===== config.mk =====
export PLATFORM = sky130hd
export DESIGN_NAME = multi_channel_blink_timer_flat
export DESIGN_NICKNAME = d
export VERILOG_FILES = /design/src/design/mcbt_pkg.sv /design/src/design/mcbt_if.sv /design/src/design/mcbt_chan_update.sv /design/src/design/multi_channel_blink_timer.sv /design/src/flat_wrapper.sv
export SDC_FILE = /design/constraint.sdc
export NUM_CORES = 1
export LEC_CHECK = 0
export BUFFER_PORTS_ARGS = -buffer_cell sky130_fd_sc_hd__buf_2
export CORE_MARGIN = 2
export CORE_UTILIZATION = 50
export CTS_CLUSTER_SIZE = 25
export DETAILED_ROUTE_END_ITERATION = 12
export GPL_ROUTABILITY_DRIVEN = 0
export PLACE_DENSITY = 0.66
export SLEW_MARGIN = 25
export SYNTH_ARGS = -nofsm -noshare
export SYNTH_HDL_FRONTEND = slang
export SYNTH_HIERARCHICAL = 1
export SYNTH_SLANG_ARGS = --single-unit

===== constraint.sdc =====
create_clock -name clk -period 5.9 [get_ports clk]
set_clock_uncertainty 0.2 [all_clocks]
set_input_delay 1.475 -clock clk [delete_from_list [all_inputs] [get_ports clk]]
set_output_delay 1.475 -clock clk [all_outputs]
set_load 0.01 [all_outputs]

===== src/design/mcbt_pkg.sv =====
// ----------------------------------------------------------------------------
// mcbt_pkg
// Shared types and constants for the multi-channel blink timer.
// ----------------------------------------------------------------------------
package mcbt_pkg;

    // Command codes carried in the op field
    localparam logic OP_TICK  = 1'b0;
    localparam logic OP_START = 1'b1;

    // Edge counter preset on a start command, so the first tick toggles unless the low time is 8'hFF
    localparam logic [7:0] PRESET_COUNT = 8'hFE;
    // Blink counts above this run endless
    localparam logic [7:0] ENDLESS_LIMIT = 8'd100;

    // One command item
    typedef struct packed {
        logic       op;
        logic [2:0] channel;
        logic [7:0] blink_count;
        logic [7:0] high_time;
        logic [7:0] low_time;
    } cmd_t;

    // Stored state of one channel
    typedef struct packed {
        logic       out_level;
        logic [7:0] edge_counter;
        logic [7:0] edges_left;
        logic       endless;
        logic [7:0] on_dwell;
        logic [7:0] off_dwell;
    } chan_state_t;

    // One result item
    typedef struct packed {
        logic [2:0] out_channel;
        logic       level;
        logic       drive_written;
        logic       finished;
    } result_t;

endpackage


===== src/design/mcbt_if.sv =====
// ----------------------------------------------------------------------------
// mcbt_cmd_if / mcbt_res_if
// Valid/ready channels for command items and result items.
// ----------------------------------------------------------------------------
interface mcbt_cmd_if;
    logic       valid;
    logic       ready;
    logic       op;
    logic [2:0] channel;
    logic [7:0] blink_count;
    logic [7:0] high_time;
    logic [7:0] low_time;

    modport source (output valid, op, channel, blink_count, high_time, low_time,
                    input ready);
    modport sink   (input valid, op, channel, blink_count, high_time, low_time,
                    output ready);
endinterface

interface mcbt_res_if;
    logic       valid;
    logic       ready;
    logic [2:0] out_channel;
    logic       level;
    logic       drive_written;
    logic       finished;

    modport source (output valid, out_channel, level, drive_written, finished,
                    input ready);
    modport sink   (input valid, out_channel, level, drive_written, finished,
                    output ready);
endinterface


===== src/design/mcbt_chan_update.sv =====
// ----------------------------------------------------------------------------
// mcbt_chan_update
// Next state and result for one channel under one command item.
// ----------------------------------------------------------------------------
module mcbt_chan_update (
    input  mcbt_pkg::cmd_t       item,
    input  logic                 in_range,
    input  mcbt_pkg::chan_state_t cur,
    output mcbt_pkg::chan_state_t nxt,
    output logic                 wr_en,
    output mcbt_pkg::result_t    result
);

    logic       active;
    logic       is_endless;
    logic [7:0] dwell;
    logic [7:0] cnt_inc;
    logic [7:0] left_dec;
    logic       drove;
    logic       done;

    assign active     = cur.endless || (cur.edges_left != 8'd0);
    assign is_endless = item.blink_count > mcbt_pkg::ENDLESS_LIMIT;
    assign dwell      = cur.out_level ? cur.on_dwell : cur.off_dwell;
    assign cnt_inc    = cur.edge_counter + 8'd1;
    assign left_dec   = cur.edges_left - 8'd1;

    // Apply start or tick to the channel state
    always_comb
    begin
        nxt   = cur;
        wr_en = 1'b0;
        drove = 1'b0;
        done  = 1'b0;
        if (in_range)
        begin
            if (item.op == mcbt_pkg::OP_START)
            begin
                wr_en            = 1'b1;
                drove            = 1'b1;
                nxt.out_level    = 1'b0;
                nxt.edge_counter = mcbt_pkg::PRESET_COUNT;
                nxt.endless      = is_endless;
                nxt.edges_left   = is_endless ? 8'd0 : {item.blink_count[6:0], 1'b0};
                nxt.on_dwell     = item.high_time;
                nxt.off_dwell    = item.low_time;
            end
            else if (active)
            begin
                wr_en            = 1'b1;
                nxt.edge_counter = cnt_inc;
                // Toggle once the dwell for the current level has passed
                if (cnt_inc > dwell)
                begin
                    drove            = 1'b1;
                    nxt.edge_counter = 8'd1;
                    nxt.out_level    = ~cur.out_level;
                    if (!cur.endless)
                    begin
                        nxt.edges_left = left_dec;
                        done           = (left_dec == 8'd0);
                    end
                end
            end
        end
    end

    // Build the result item
    always_comb
    begin
        result.out_channel   = item.channel;
        result.level         = in_range ? nxt.out_level : 1'b0;
        result.drive_written = drove;
        result.finished      = done;
    end

endmodule


===== src/design/multi_channel_blink_timer.sv =====
// ----------------------------------------------------------------------------
// multi_channel_blink_timer
// Bank of blinking outputs driven by start and tick command items.
// ----------------------------------------------------------------------------
// Takes one command item per clock while results are taken and returns
// exactly one result item per command. An accepted item waits in an input
// register; once the result register has room, the addressed channel's state
// is read, updated by one pass of combinational logic, written back and the
// result registered. Back-to-back items on the same channel see each other's
// updates, so while results are taken the sustained rate is one item per
// cycle, limited only by the single read-modify-write of channel state.
// Commands for channels at or above CHANNELS change nothing and report low.
module multi_channel_blink_timer #(
    parameter int CHANNELS = 8
) (
    input  logic          clk,
    input  logic          rst_n,
    mcbt_cmd_if.sink      cmd,
    mcbt_res_if.source    res
);

    // The channel field reaches at most eight entries
    localparam int DEPTH = (CHANNELS < 8) ? CHANNELS : 8;
    localparam int IDX_W = (DEPTH > 1) ? $clog2(DEPTH) : 1;

    mcbt_pkg::cmd_t        cmd_reg;
    logic                  cmd_valid_reg;
    mcbt_pkg::result_t     res_reg;
    mcbt_pkg::result_t     res_next;
    logic                  res_valid_reg;
    mcbt_pkg::chan_state_t state_reg [DEPTH];
    mcbt_pkg::chan_state_t state_next;
    mcbt_pkg::chan_state_t cur;
    logic                  wr_en;
    logic                  in_range;
    logic                  adv;
    logic [IDX_W-1:0]      idx;

    // Move the held item into the result register when there is room
    assign adv       = cmd_valid_reg && (!res_valid_reg || res.ready);
    assign cmd.ready = !cmd_valid_reg || adv;

    assign in_range = int'(cmd_reg.channel) < CHANNELS;
    assign idx      = IDX_W'(cmd_reg.channel);
    assign cur      = state_reg[idx];

    mcbt_chan_update u_update (
        .item     (cmd_reg),
        .in_range (in_range),
        .cur      (cur),
        .nxt      (state_next),
        .wr_en    (wr_en),
        .result   (res_next)
    );

    // Track occupancy of the input and result registers
    always_ff @(posedge clk or negedge rst_n)
    begin
        if (!rst_n)
        begin
            cmd_valid_reg <= 1'b0;
            res_valid_reg <= 1'b0;
        end
        else
        begin
            if (cmd.ready)
            begin
                cmd_valid_reg <= cmd.valid;
            end
            if (adv)
            begin
                res_valid_reg <= 1'b1;
            end
            else if (res.ready)
            begin
                res_valid_reg <= 1'b0;
            end
        end
    end

    // Hold payloads
    always_ff @(posedge clk)
    begin
        if (cmd.valid && cmd.ready)
        begin
            cmd_reg.op          <= cmd.op;
            cmd_reg.channel     <= cmd.channel;
            cmd_reg.blink_count <= cmd.blink_count;
            cmd_reg.high_time   <= cmd.high_time;
            cmd_reg.low_time    <= cmd.low_time;
        end
        if (adv)
        begin
            res_reg <= res_next;
        end
    end

    // Write back the addressed channel
    always_ff @(posedge clk or negedge rst_n)
    begin
        if (!rst_n)
        begin
            for (int i = 0; i < DEPTH; i++)
            begin
                state_reg[i] <= '0;
            end
        end
        else if (adv && wr_en)
        begin
            state_reg[idx] <= state_next;
        end
    end

    assign res.valid         = res_valid_reg;
    assign res.out_channel   = res_reg.out_channel;
    assign res.level         = res_reg.level;
    assign res.drive_written = res_reg.drive_written;
    assign res.finished      = res_reg.finished;

    // A completed sequence always ends on a toggle back to low
    a_finish_low: assert property (@(posedge clk) disable iff (!rst_n)
        res.valid && res.finished |-> res.drive_written && !res.level)
        else $error("finished without a toggle to low");

    // The input side only stalls behind a stalled result
    a_stall_cause: assert property (@(posedge clk) disable iff (!rst_n)
        !cmd.ready |-> res_valid_reg && !res.ready)
        else $error("input stalled without a pending result");

    // Every processed item appears as a result in the next cycle
    a_result_follows: assert property (@(posedge clk) disable iff (!rst_n)
        adv |=> res.valid)
        else $error("processed item produced no result");

endmodule


===== src/flat_wrapper.sv =====
// flat-port wrapper written by rule: the top's interface ports become plain ports
module multi_channel_blink_timer_flat 
#(
    parameter int CHANNELS = 8
)
  (clk, rst_n, cmd_valid, cmd_op, cmd_channel, cmd_blink_count, cmd_high_time, cmd_low_time, cmd_ready, res_valid, res_out_channel, res_level, res_drive_written, res_finished, res_ready);
  mcbt_cmd_if cmd_i ();
  mcbt_res_if res_i ();
  input  logic clk;
  input  logic rst_n;
  input wire logic [$bits(cmd_i.valid)-1:0] cmd_valid;
  input wire logic [$bits(cmd_i.op)-1:0] cmd_op;
  input wire logic [$bits(cmd_i.channel)-1:0] cmd_channel;
  input wire logic [$bits(cmd_i.blink_count)-1:0] cmd_blink_count;
  input wire logic [$bits(cmd_i.high_time)-1:0] cmd_high_time;
  input wire logic [$bits(cmd_i.low_time)-1:0] cmd_low_time;
  output wire logic [$bits(cmd_i.ready)-1:0] cmd_ready;
  output wire logic [$bits(res_i.valid)-1:0] res_valid;
  output wire logic [$bits(res_i.out_channel)-1:0] res_out_channel;
  output wire logic [$bits(res_i.level)-1:0] res_level;
  output wire logic [$bits(res_i.drive_written)-1:0] res_drive_written;
  output wire logic [$bits(res_i.finished)-1:0] res_finished;
  input wire logic [$bits(res_i.ready)-1:0] res_ready;
  assign cmd_i.valid = cmd_valid;
  assign cmd_i.op = cmd_op;
  assign cmd_i.channel = cmd_channel;
  assign cmd_i.blink_count = cmd_blink_count;
  assign cmd_i.high_time = cmd_high_time;
  assign cmd_i.low_time = cmd_low_time;
  assign cmd_ready = cmd_i.ready;
  assign res_valid = res_i.valid;
  assign res_out_channel = res_i.out_channel;
  assign res_level = res_i.level;
  assign res_drive_written = res_i.drive_written;
  assign res_finished = res_i.finished;
  assign res_i.ready = res_ready;
  multi_channel_blink_timer #(.CHANNELS(CHANNELS)) u_core (.clk(clk), .rst_n(rst_n), .cmd(cmd_i), .res(res_i));
endmodule

**Word level (Yosys, flattened, before mapping)**

Index checks and enable logic that the tools add are counted.
W data, S select, Z words.

- Flip-flop bits (word level): 308
- Latch bits: 0
- Bits in writable memories: 0
- ROM bits: 0
- Input port bits: 32
- Output and inout port bits: 8
- Word-level logic and storage cells: 101
- Memories: 0

- Add/subtract/negate cells: 2
- Multiply operators: 0
- Div/mod/pow operators: 0
- Magnitude comparators: 4
- Equal/unequal tests: 0
- Shift-type cells: 0
- Mux-type cells: 19
- Bitwise gates (word level): 4
- Reductions and logical operators: 13

Operators by type and width:

| cell | number |
|---|---|
| $bwmux W272 | 1 |
| $bmux W34 S3 | 1 |
| $demux W34 S3 | 1 |
| $mux W34 | 3 |
| $mux W17 | 4 |
| $mux W8 | 3 |
| $add A8 B1 Y8 const B | 1 |
| $gt A8 B7 Y1 const B | 1 |
| $gt A8 B8 Y1 | 1 |
| $logic_not A8 Y1 | 1 |
| $reduce_bool A8 Y1 | 1 |
| $sub A8 B1 Y8 const B | 1 |
| $mux W1 | 6 |
| $ge A4 B4 Y1 const B | 1 |
| $logic_and A1 B1 Y1 | 4 |
| $lt A4 B1 Y1 const B | 1 |
| $not A3 Y4 | 1 |
| $reduce_or A4 Y1 | 1 |
| $logic_or A1 B1 Y1 | 3 |
| $not A1 Y1 | 3 |
| $logic_not A1 Y1 | 2 |
| $reduce_bool A2 Y1 | 1 |

**Longest topological paths before layout**

Gate-level depths: netlist (run 1).

- Word-level depth: 10
- Mapped depth: 18
- Mapped depth without buffers: 14

**Modules after synthesis**

The synthesis (run 1) kept the hierarchy.

By module, submodules not included:

| module | instances | cells an instance | area each (um^2) |
|---|---|---|---|
| multi_channel_blink_timer | 1 | 748 | 13,474.2 |
| mcbt_chan_update | 1 | 173 | 1,237.4 |

**Worst setup path before layout (run 1)**

Ideal clock, no wire load.

- Kind: flip-flop to flip-flop
- Start point: register u_core.cmd_reg, in the netlist u_core/idx[1]
- End point: register u_core/state_reg[125] in the netlist's numbering
- Data arrival time: 4.547 ns
- Path slack: 1.084 ns
- Cell stages (with the launch flop): 19
- Clock period less this slack: 4.816 ns
- Cell sequence: edfxtp_1 -> buf_2 -> buf_6 -> buf_4 -> mux4_2 -> mux2_2 -> ha_1 -> and3_1 -> nand3_1 -> xnor2_1 -> ha_1 -> and4_1 -> nand4_1 -> o31a_2 -> nand3_1 -> buf_2 -> or2_2 -> o311ai_0 -> mux2_2

RTL lines:

| what | line | source |
|---|---|---|
| start: declaration | multi_channel_blink_timer.sv:26 | `mcbt_pkg::cmd_t cmd_reg;` |
| end signal: indexed assignment | multi_channel_blink_timer.sv:110 | `state_reg[idx] <= state_next;` |
| end: declaration | multi_channel_blink_timer.sv:31 | `mcbt_pkg::chan_state_t state_reg [DEPTH];` |

==> impl_metrics.py, run 1 <==
metrics = {
    "clocking": {
        "cts.clk_slew.worst_paths_ns": 0.06,
        "clockBufferDepth": 3,
        "clkSinkCount": 308,
        "postCtsHoldBufs": 0,
        "cts_htree_levels": 2,
        "ctsResizeCount": 0,
        "insertion_delay_ns": 0.52,
        "numCtsBuffers": 34,
        "cts_setup_buffers": 0,
        "root_buffer": "clkbuf_16",
        "cts_tree": "built",
    },
    "layout": {
        "diodes": 0,
        "layout_common_cells": "306 x mux2_2, 274 x dfrtp_1, 68 x mux4_2",
        "largest_reg_flops": 272,
        "nNetsFinal": 1016,
        "final_common_cell": "mux2_2",
        "final_util_pct": 57.01,
        "drive_above_1_share_pct": 51.90,
        "area_growth_syn_to_layout_pct": 11.82,
    },
    "setup_path": {
        "cp_slowest_cell": "edfxtp_1",
        "startpoint_type": "flip-flop",
        "regToRegEndpoint": "u_core/state_reg[126]$_DFFE_PN0P_",
        "critPathRequiredTime_ns": 6.14,
        "reg2regPathDepth": 14,
        "r2r-start": "u_core/idx[1]$_DFFE_PP_",
        "end_kind": "flip-flop",
        "critPathLaunch": "u_core/idx[1]$_DFFE_PP_",
        "critPathArrivalTime_ns": 5.49,
        "worst-path-max-fanout": 16,
        "critPathKind": "reg2reg",
        "ff2ff_setup_slack_ns": 0.65,
        "crit_path_end": "u_core/state_reg[126]$_DFFE_PN0P_",
        "cpPeakStageDelay_ns": 0.88,
        "worstPathCellList": "mux4_2 > mux2_2 > and3_1 > and3_1 > nand3_1 > xnor2_1 > ha_1 > and4_1 > nand4_1 > o31a_2 > nand3_1 > or4_1 > o211ai_1 > mux2_2",
    },
    "outcome": {
        "status": "completed",
    },
    "job": {
        "cap_violations": 0,
    },
    "power_and_ir_drop": {
        "power_frac_seq_pct": 42.7,
        "p_int_uw": 4618,
        "power_uw": 6415,
        "clkPwrFrac_pct": 34.4,
        "combinationalPowerShare_pct": 22.9,
        "switching_share_pct": 28.01,
        "p_leak_uw": 0.007519,
        "p_sw_uw": 1797,
        "ir_worst_vdd_mv": 0.2724,
        "powerDensity_nw_per_um2": 389.9,
    },
    "worst_hold_path": {
        "hold_path_class": "reg2reg",
        "whs_path_depth": 1,
    },
    "logic_synthesis": {
        "syn_area_um2": 14710,
        "synth-main-ff-cell": "dfrtp_1",
        "yosys.area.top_type": "dfrtp_1",
        "synthArstFlopShare_pct": 88.96,
        "synth_fp_nets": 964,
        "synth_edf_count": 34,
        "avgSynthCellArea_um2": 15.97,
        "seq_area_frac_synth_pct": 53.55,
        "synth.distinct_cells": 54,
        "synth_area_leaders": "dfrtp_1 47%, mux2_2 23%, mux4_2 10%",
        "synth_top_area_share_pct": 46.61,
        "synth-warning-count": 6,
        "ys_ff_latch": 308,
        "netlist_instances": 921,
    },
    "global_route": {
        "grt_use_total_pct": 21.23,
        "grt_pass1_wl_mm": 50.25,
        "grt_pass1_vias": 8677,
        "antenna_found_initial": 0,
        "overflow": 0,
        "grt_max_degree": 128,
    },
    "routing": {
        "drc_errors": 0,
        "drt_wl_total_mm": 31.48,
        "drt_iter0_markers": 459,
        "wl_per_cell_um": 22.78,
        "antenna_left": 0,
        "vias_per_cell": 5.860,
        "dr.pass1.iters": 4,
        "vias": 8099,
    },
    "sta": {
        "finalCritPeriodShare_pct": 88.95,
        "tightestPinTransition_ns": 1.001,
        "drv_slew": 0,
        "hold_violations": 0,
        "final-setup-viol-count": 0,
        "relSlewSlack_pct": 32.96,
        "fmax_mhz": 190.5,
        "fin_crit_ns": 5.248,
        "hold_ws_ns": 0.2827,
        "rsz0062_at_grt": "no",
        "setup_tns_ns": 0,
    },
    "floorplan": {
        "core_um2": 28860,
        "dieArea_um2": 30810,
        "die_h_um": 175.5,
        "core.rowCount": 62,
        "die_w_um": 175.5,
        "io_pins": 40,
        "initial_utilization_pct": 50.98,
    },
    "place": {
        "port_buffers": 39,
        "dpl.hpwl_mm": 20.06,
    },
}
==> metrics by stage <==
step / setup slack (ns) / instances / area [µm²]
after CTS: 0.6669 / 1381 / 16420
after floorplan: 1.084 / 921 / 14710
after global routing: 0.2511 / 1382 / 16450
final: 0.6518 / 1382 / 16450
after detailed placement: 0.7210 / 1320 / 15260
after global placement: 0.8480 / 1319 / 15250
==> cell type report <==
| type | count | area, µm² |
|---|---|---|
| fill | 2314 | 12410 |
| sequential | 308 | 7878 |
| multi-input combinational | 542 | 6350 |
| clock buffer | 48 | 953.4 |
| timing repair buffer | 75 | 533.0 |
| tap | 384 | 480.5 |
| clock inverter | 13 | 211.5 |
| inverter | 12 | 45.04 |
==> cells by family after synthesis <==
| family | synth area share [%] |
|---|---|
| compound gates | 2.382 |
| xor+xnor | 0.5358 |
| fa+ha+maj | 0.9355 |
| buf+inv | 3.317 |
| flops | 53.55 |
| mux | 35.61 |
| other cells | 0.02549 |
| simple gates | 3.649 |
==> Yosys cell counts (all sizes together), types with 7 or more instances <==
cell type,n
nand3,8
nand2,13
a21oi,9
edfxtp,34
o21ai,10
inv,12
clkbuf,12
ha,11
xnor2,7
mux2i,7
nor2,10
mux2,323
mux4,68
buf,47
dfrtp,274
==> per-layer routing <==
layer	global-route usage (%)	up-vias	wire length (µm)
met2	34.55	139	15230
met1	29.91	4300	14370
met4	6.302	0	781
met3	3.117	56	1100
met5	0	-	0
li1	-	3604	-
==> worst max-delay path, delay by kind of cell, from the launching register on <==
kind	cells	cell delay, ns
mux	3	1.20
flops	1	0.88
fa+ha+maj	1	0.29
xor+xnor	1	0.17
compound gates	2	0.71
simple gates	7	1.72
==> worst min path at each step <==
stage | startpoint | endpoint
3_5_place_dp | u_core/state_reg[67]$_DFFE_PN0P_ | u_core/state_reg[67]$_DFFE_PN0P_
3_3_place_gp | u_core/state_reg[104]$_DFFE_PN0P_ | u_core/state_reg[104]$_DFFE_PN0P_
5_1_grt | u_core/state_reg[104]$_DFFE_PN0P_ | u_core/state_reg[104]$_DFFE_PN0P_
2_1_floorplan | u_core/state_reg[104]$_DFFE_PN0P_ | u_core/state_reg[104]$_DFFE_PN0P_
4_1_cts | u_core/state_reg[67]$_DFFE_PN0P_ | u_core/state_reg[67]$_DFFE_PN0P_
6_report | u_core/state_reg[15]$_DFFE_PN0P_ | u_core/state_reg[15]$_DFFE_PN0P_
==> power by group through the flow <==
stage	Combinational [µW]	Sequential (µW)	Clock (µW)
CTS	1470	2740	2260
finish	1470	2740	2200
global placement	1430	2760	0
floorplan	1130	2700	0
global route	1620	2780	2340
detailed placement	1460	2770	0
No activity file was read; power rests on OpenSTA's default activity.
==> inputs of run 2 (changes only) <==
--- a/config.mk
+++ b/config.mk
@@ -7,11 +7,10 @@
 export LEC_CHECK = 0
 export BUFFER_PORTS_ARGS = -buffer_cell sky130_fd_sc_hd__buf_2
 export CORE_MARGIN = 2
-export CORE_UTILIZATION = 50
+export CORE_UTILIZATION = 29
 export CTS_CLUSTER_SIZE = 25
 export DETAILED_ROUTE_END_ITERATION = 12
 export GPL_ROUTABILITY_DRIVEN = 0
-export PLACE_DENSITY = 0.66
 export SLEW_MARGIN = 25
 export SYNTH_ARGS = -nofsm -noshare
 export SYNTH_HDL_FRONTEND = slang
==> run 2 against run 1 <==
Compared with the run above:
- utilization shrank 24 points
- sequential power barely moved
- critical path depth is 1 higher
==> impl_metrics.py, run 2 (synthesized netlist as in run 1, its figures left out) <==
metrics = {
    "global_route": {
        "grt_pass1_vias": 8824,
        "antenna_found_initial": 0,
        "grt_use_total_pct": 13.04,
        "grt_pass1_wl_mm": 53.18,
        "grt_max_degree": 97,
        "overflow": 0,
    },
    "power_and_ir_drop": {
        "p_sw_uw": 1818,
        "combinationalPowerShare_pct": 23.2,
        "p_leak_uw": 0.007471,
        "powerDensity_nw_per_um2": 382.1,
        "power_frac_seq_pct": 42.8,
        "clkPwrFrac_pct": 34.1,
        "p_int_uw": 4583,
        "switching_share_pct": 28.41,
        "ir_worst_vdd_mv": 0.2555,
    },
    "routing": {
        "vias_per_cell": 4.856,
        "antenna_left": 0,
        "wl_per_cell_um": 20.06,
        "dr.pass1.iters": 4,
        "vias": 8076,
        "drt_iter0_markers": 386,
        "drc_errors": 0,
        "drt_wl_total_mm": 33.36,
    },
    "sta": {
        "fmax_mhz": 191.0,
        "hold_violations": 0,
        "relSlewSlack_pct": 29.20,
        "fin_crit_ns": 5.236,
        "rsz0062_at_grt": "no",
        "hold_ws_ns": 0.2855,
        "drv_slew": 0,
        "tightestPinTransition_ns": 1.057,
        "final-setup-viol-count": 0,
        "setup_tns_ns": 0,
        "finalCritPeriodShare_pct": 88.74,
    },
    "worst_hold_path": {
        "hold_path_class": "reg2reg",
    },
    "floorplan": {
        "initial_utilization_pct": 29.38,
        "core.rowCount": 82,
        "dieArea_um2": 52550,
        "die_w_um": 229.2,
        "io_pins": 40,
        "die_h_um": 229.2,
        "core_um2": 50070,
    },
    "setup_path": {
        "startpoint_type": "flip-flop",
        "critPathKind": "reg2reg",
        "critPathRequiredTime_ns": 6.15,
        "critPathArrivalTime_ns": 5.49,
        "ff2ff_setup_slack_ns": 0.66,
        "end_kind": "flip-flop",
        "worst-path-max-fanout": 12,
    },
    "clocking": {
        "cts_setup_buffers": 0,
        "postCtsHoldBufs": 0,
        "numCtsBuffers": 35,
        "clockBufferDepth": 3,
        "cts.clk_slew.worst_paths_ns": 0.06,
        "insertion_delay_ns": 0.53,
        "root_buffer": "clkbuf_16",
        "ctsResizeCount": 0,
        "clkSinkCount": 308,
        "cts_htree_levels": 2,
        "cts_tree": "built",
    },
    "layout": {
        "diodes": 0,
        "final_common_cell": "mux2_2",
        "fill_cells": 4943,
        "layout_common_cells": "306 x mux2_2, 274 x dfrtp_1, 68 x mux4_2",
        "multiInputGateArea_um2": 6350,
        "largest_reg_flops": 272,
        "nNetsFinal": 1008,
        "register_area_um2": 7878,
        "fin_cells": 1663,
        "area_growth_syn_to_layout_pct": 13.87,
        "drive_above_1_share_pct": 51.26,
    },
    "job": {
        "cap_violations": 0,
    },
    "outcome": {
        "status": "completed",
    },
    "place": {
        "dpl.hpwl_mm": 20.62,
        "dpl.cell_count": 1599,
        "port_buffers": 39,
    },
}
## run 2: changes by cell type in the layout (fill, tap and decap cells not counted)
cell and change:
buf_4 -11, bufinv_16 -3, clkbuf_8 +3, clkinv_2 -3, buf_12 +2, clkbuf_1 +2, clkbuf_16 +2, buf_16 -1
buf_6 +1, clkinv_1 +1, inv_6 -1, inv_8 +1
## run 2: per-layer routing
layer	global-route usage, %	vias to the layer above	wire [µm]	part of all wire (%)
li1	-	3584	-	-
met1	18.19	4320	15540	47
met2	21.32	126	15920	48
met3	2.042	46	1349	4.0
met4	3.125	0	556	1.7
met5	0	-	0	0
## run 2: cell type report
type                            instances  area share (%)
Tap cell                              672           5.019
Clock buffer                           55           6.281
Multi-Input combinational cell        542           37.90
Clock inverter                          8          0.6722
Timing Repair Buffer                   66           2.831
Inverter                               12          0.2689
Sequential cell                       308           47.02
## run 2: path summary, 6_finish.rpt
check,start,depth (start not counted),end
setup / recovery,u_core/idx[1]$_DFFE_PP_,15,u_core/state_reg[91]$_DFFE_PN0P_
hold / removal,u_core/state_reg[15]$_DFFE_PN0P_,1,u_core/state_reg[15]$_DFFE_PN0P_
setup reg to reg,u_core/idx[1]$_DFFE_PP_,15,u_core/state_reg[91]$_DFFE_PN0P_
hold reg to reg,u_core/state_reg[15]$_DFFE_PN0P_,1,u_core/state_reg[15]$_DFFE_PN0P_
max in group asynchronous,rst_n,2,u_core/state_reg[258]$_DFFE_PN0P_
min in group asynchronous,rst_n,1,u_core/state_reg[4]$_DFFE_PN0P_
## run 2: power by group through the flow
stage	Clock, µW	Sequential [µW]	Combinational, µW
2_1_floorplan	0	2700	1130
3_3_place_gp	0	2760	1450
3_5_place_dp	0	2770	1480
4_1_cts	2250	2740	1490
5_1_grt	2340	2780	1630
6_report	2180	2740	1480
## run 2: through the flow
stage                     worst slack, ns  total power, µW  utilization (%)  area (µm²)
after floorplan                     1.084             3832                -       14710
after global placement             0.6822             4210            31.11       15580
after detailed placement           0.6293             4255            31.11       15580
after CTS                          0.5689             6476            33.44       16740
after global routing               0.2753             6758            33.46       16750
final                              0.6644             6401            33.46       16750
## run 2: critical path, cell delays in order, from the launching register on
cell      delay (ns)
edfxtp_1        0.73
mux4_2          0.57
mux2_2          0.34
ha_1            0.27
and3_1          0.25
nand3_1         0.13
xnor2_1         0.18
ha_1            0.29
and4_1          0.20
nand4_1         0.11
o31a_2          0.21
nand3_1         0.31
or2_2           0.43
o311ai_0        0.52
buf_4           0.26
mux2_2          0.16
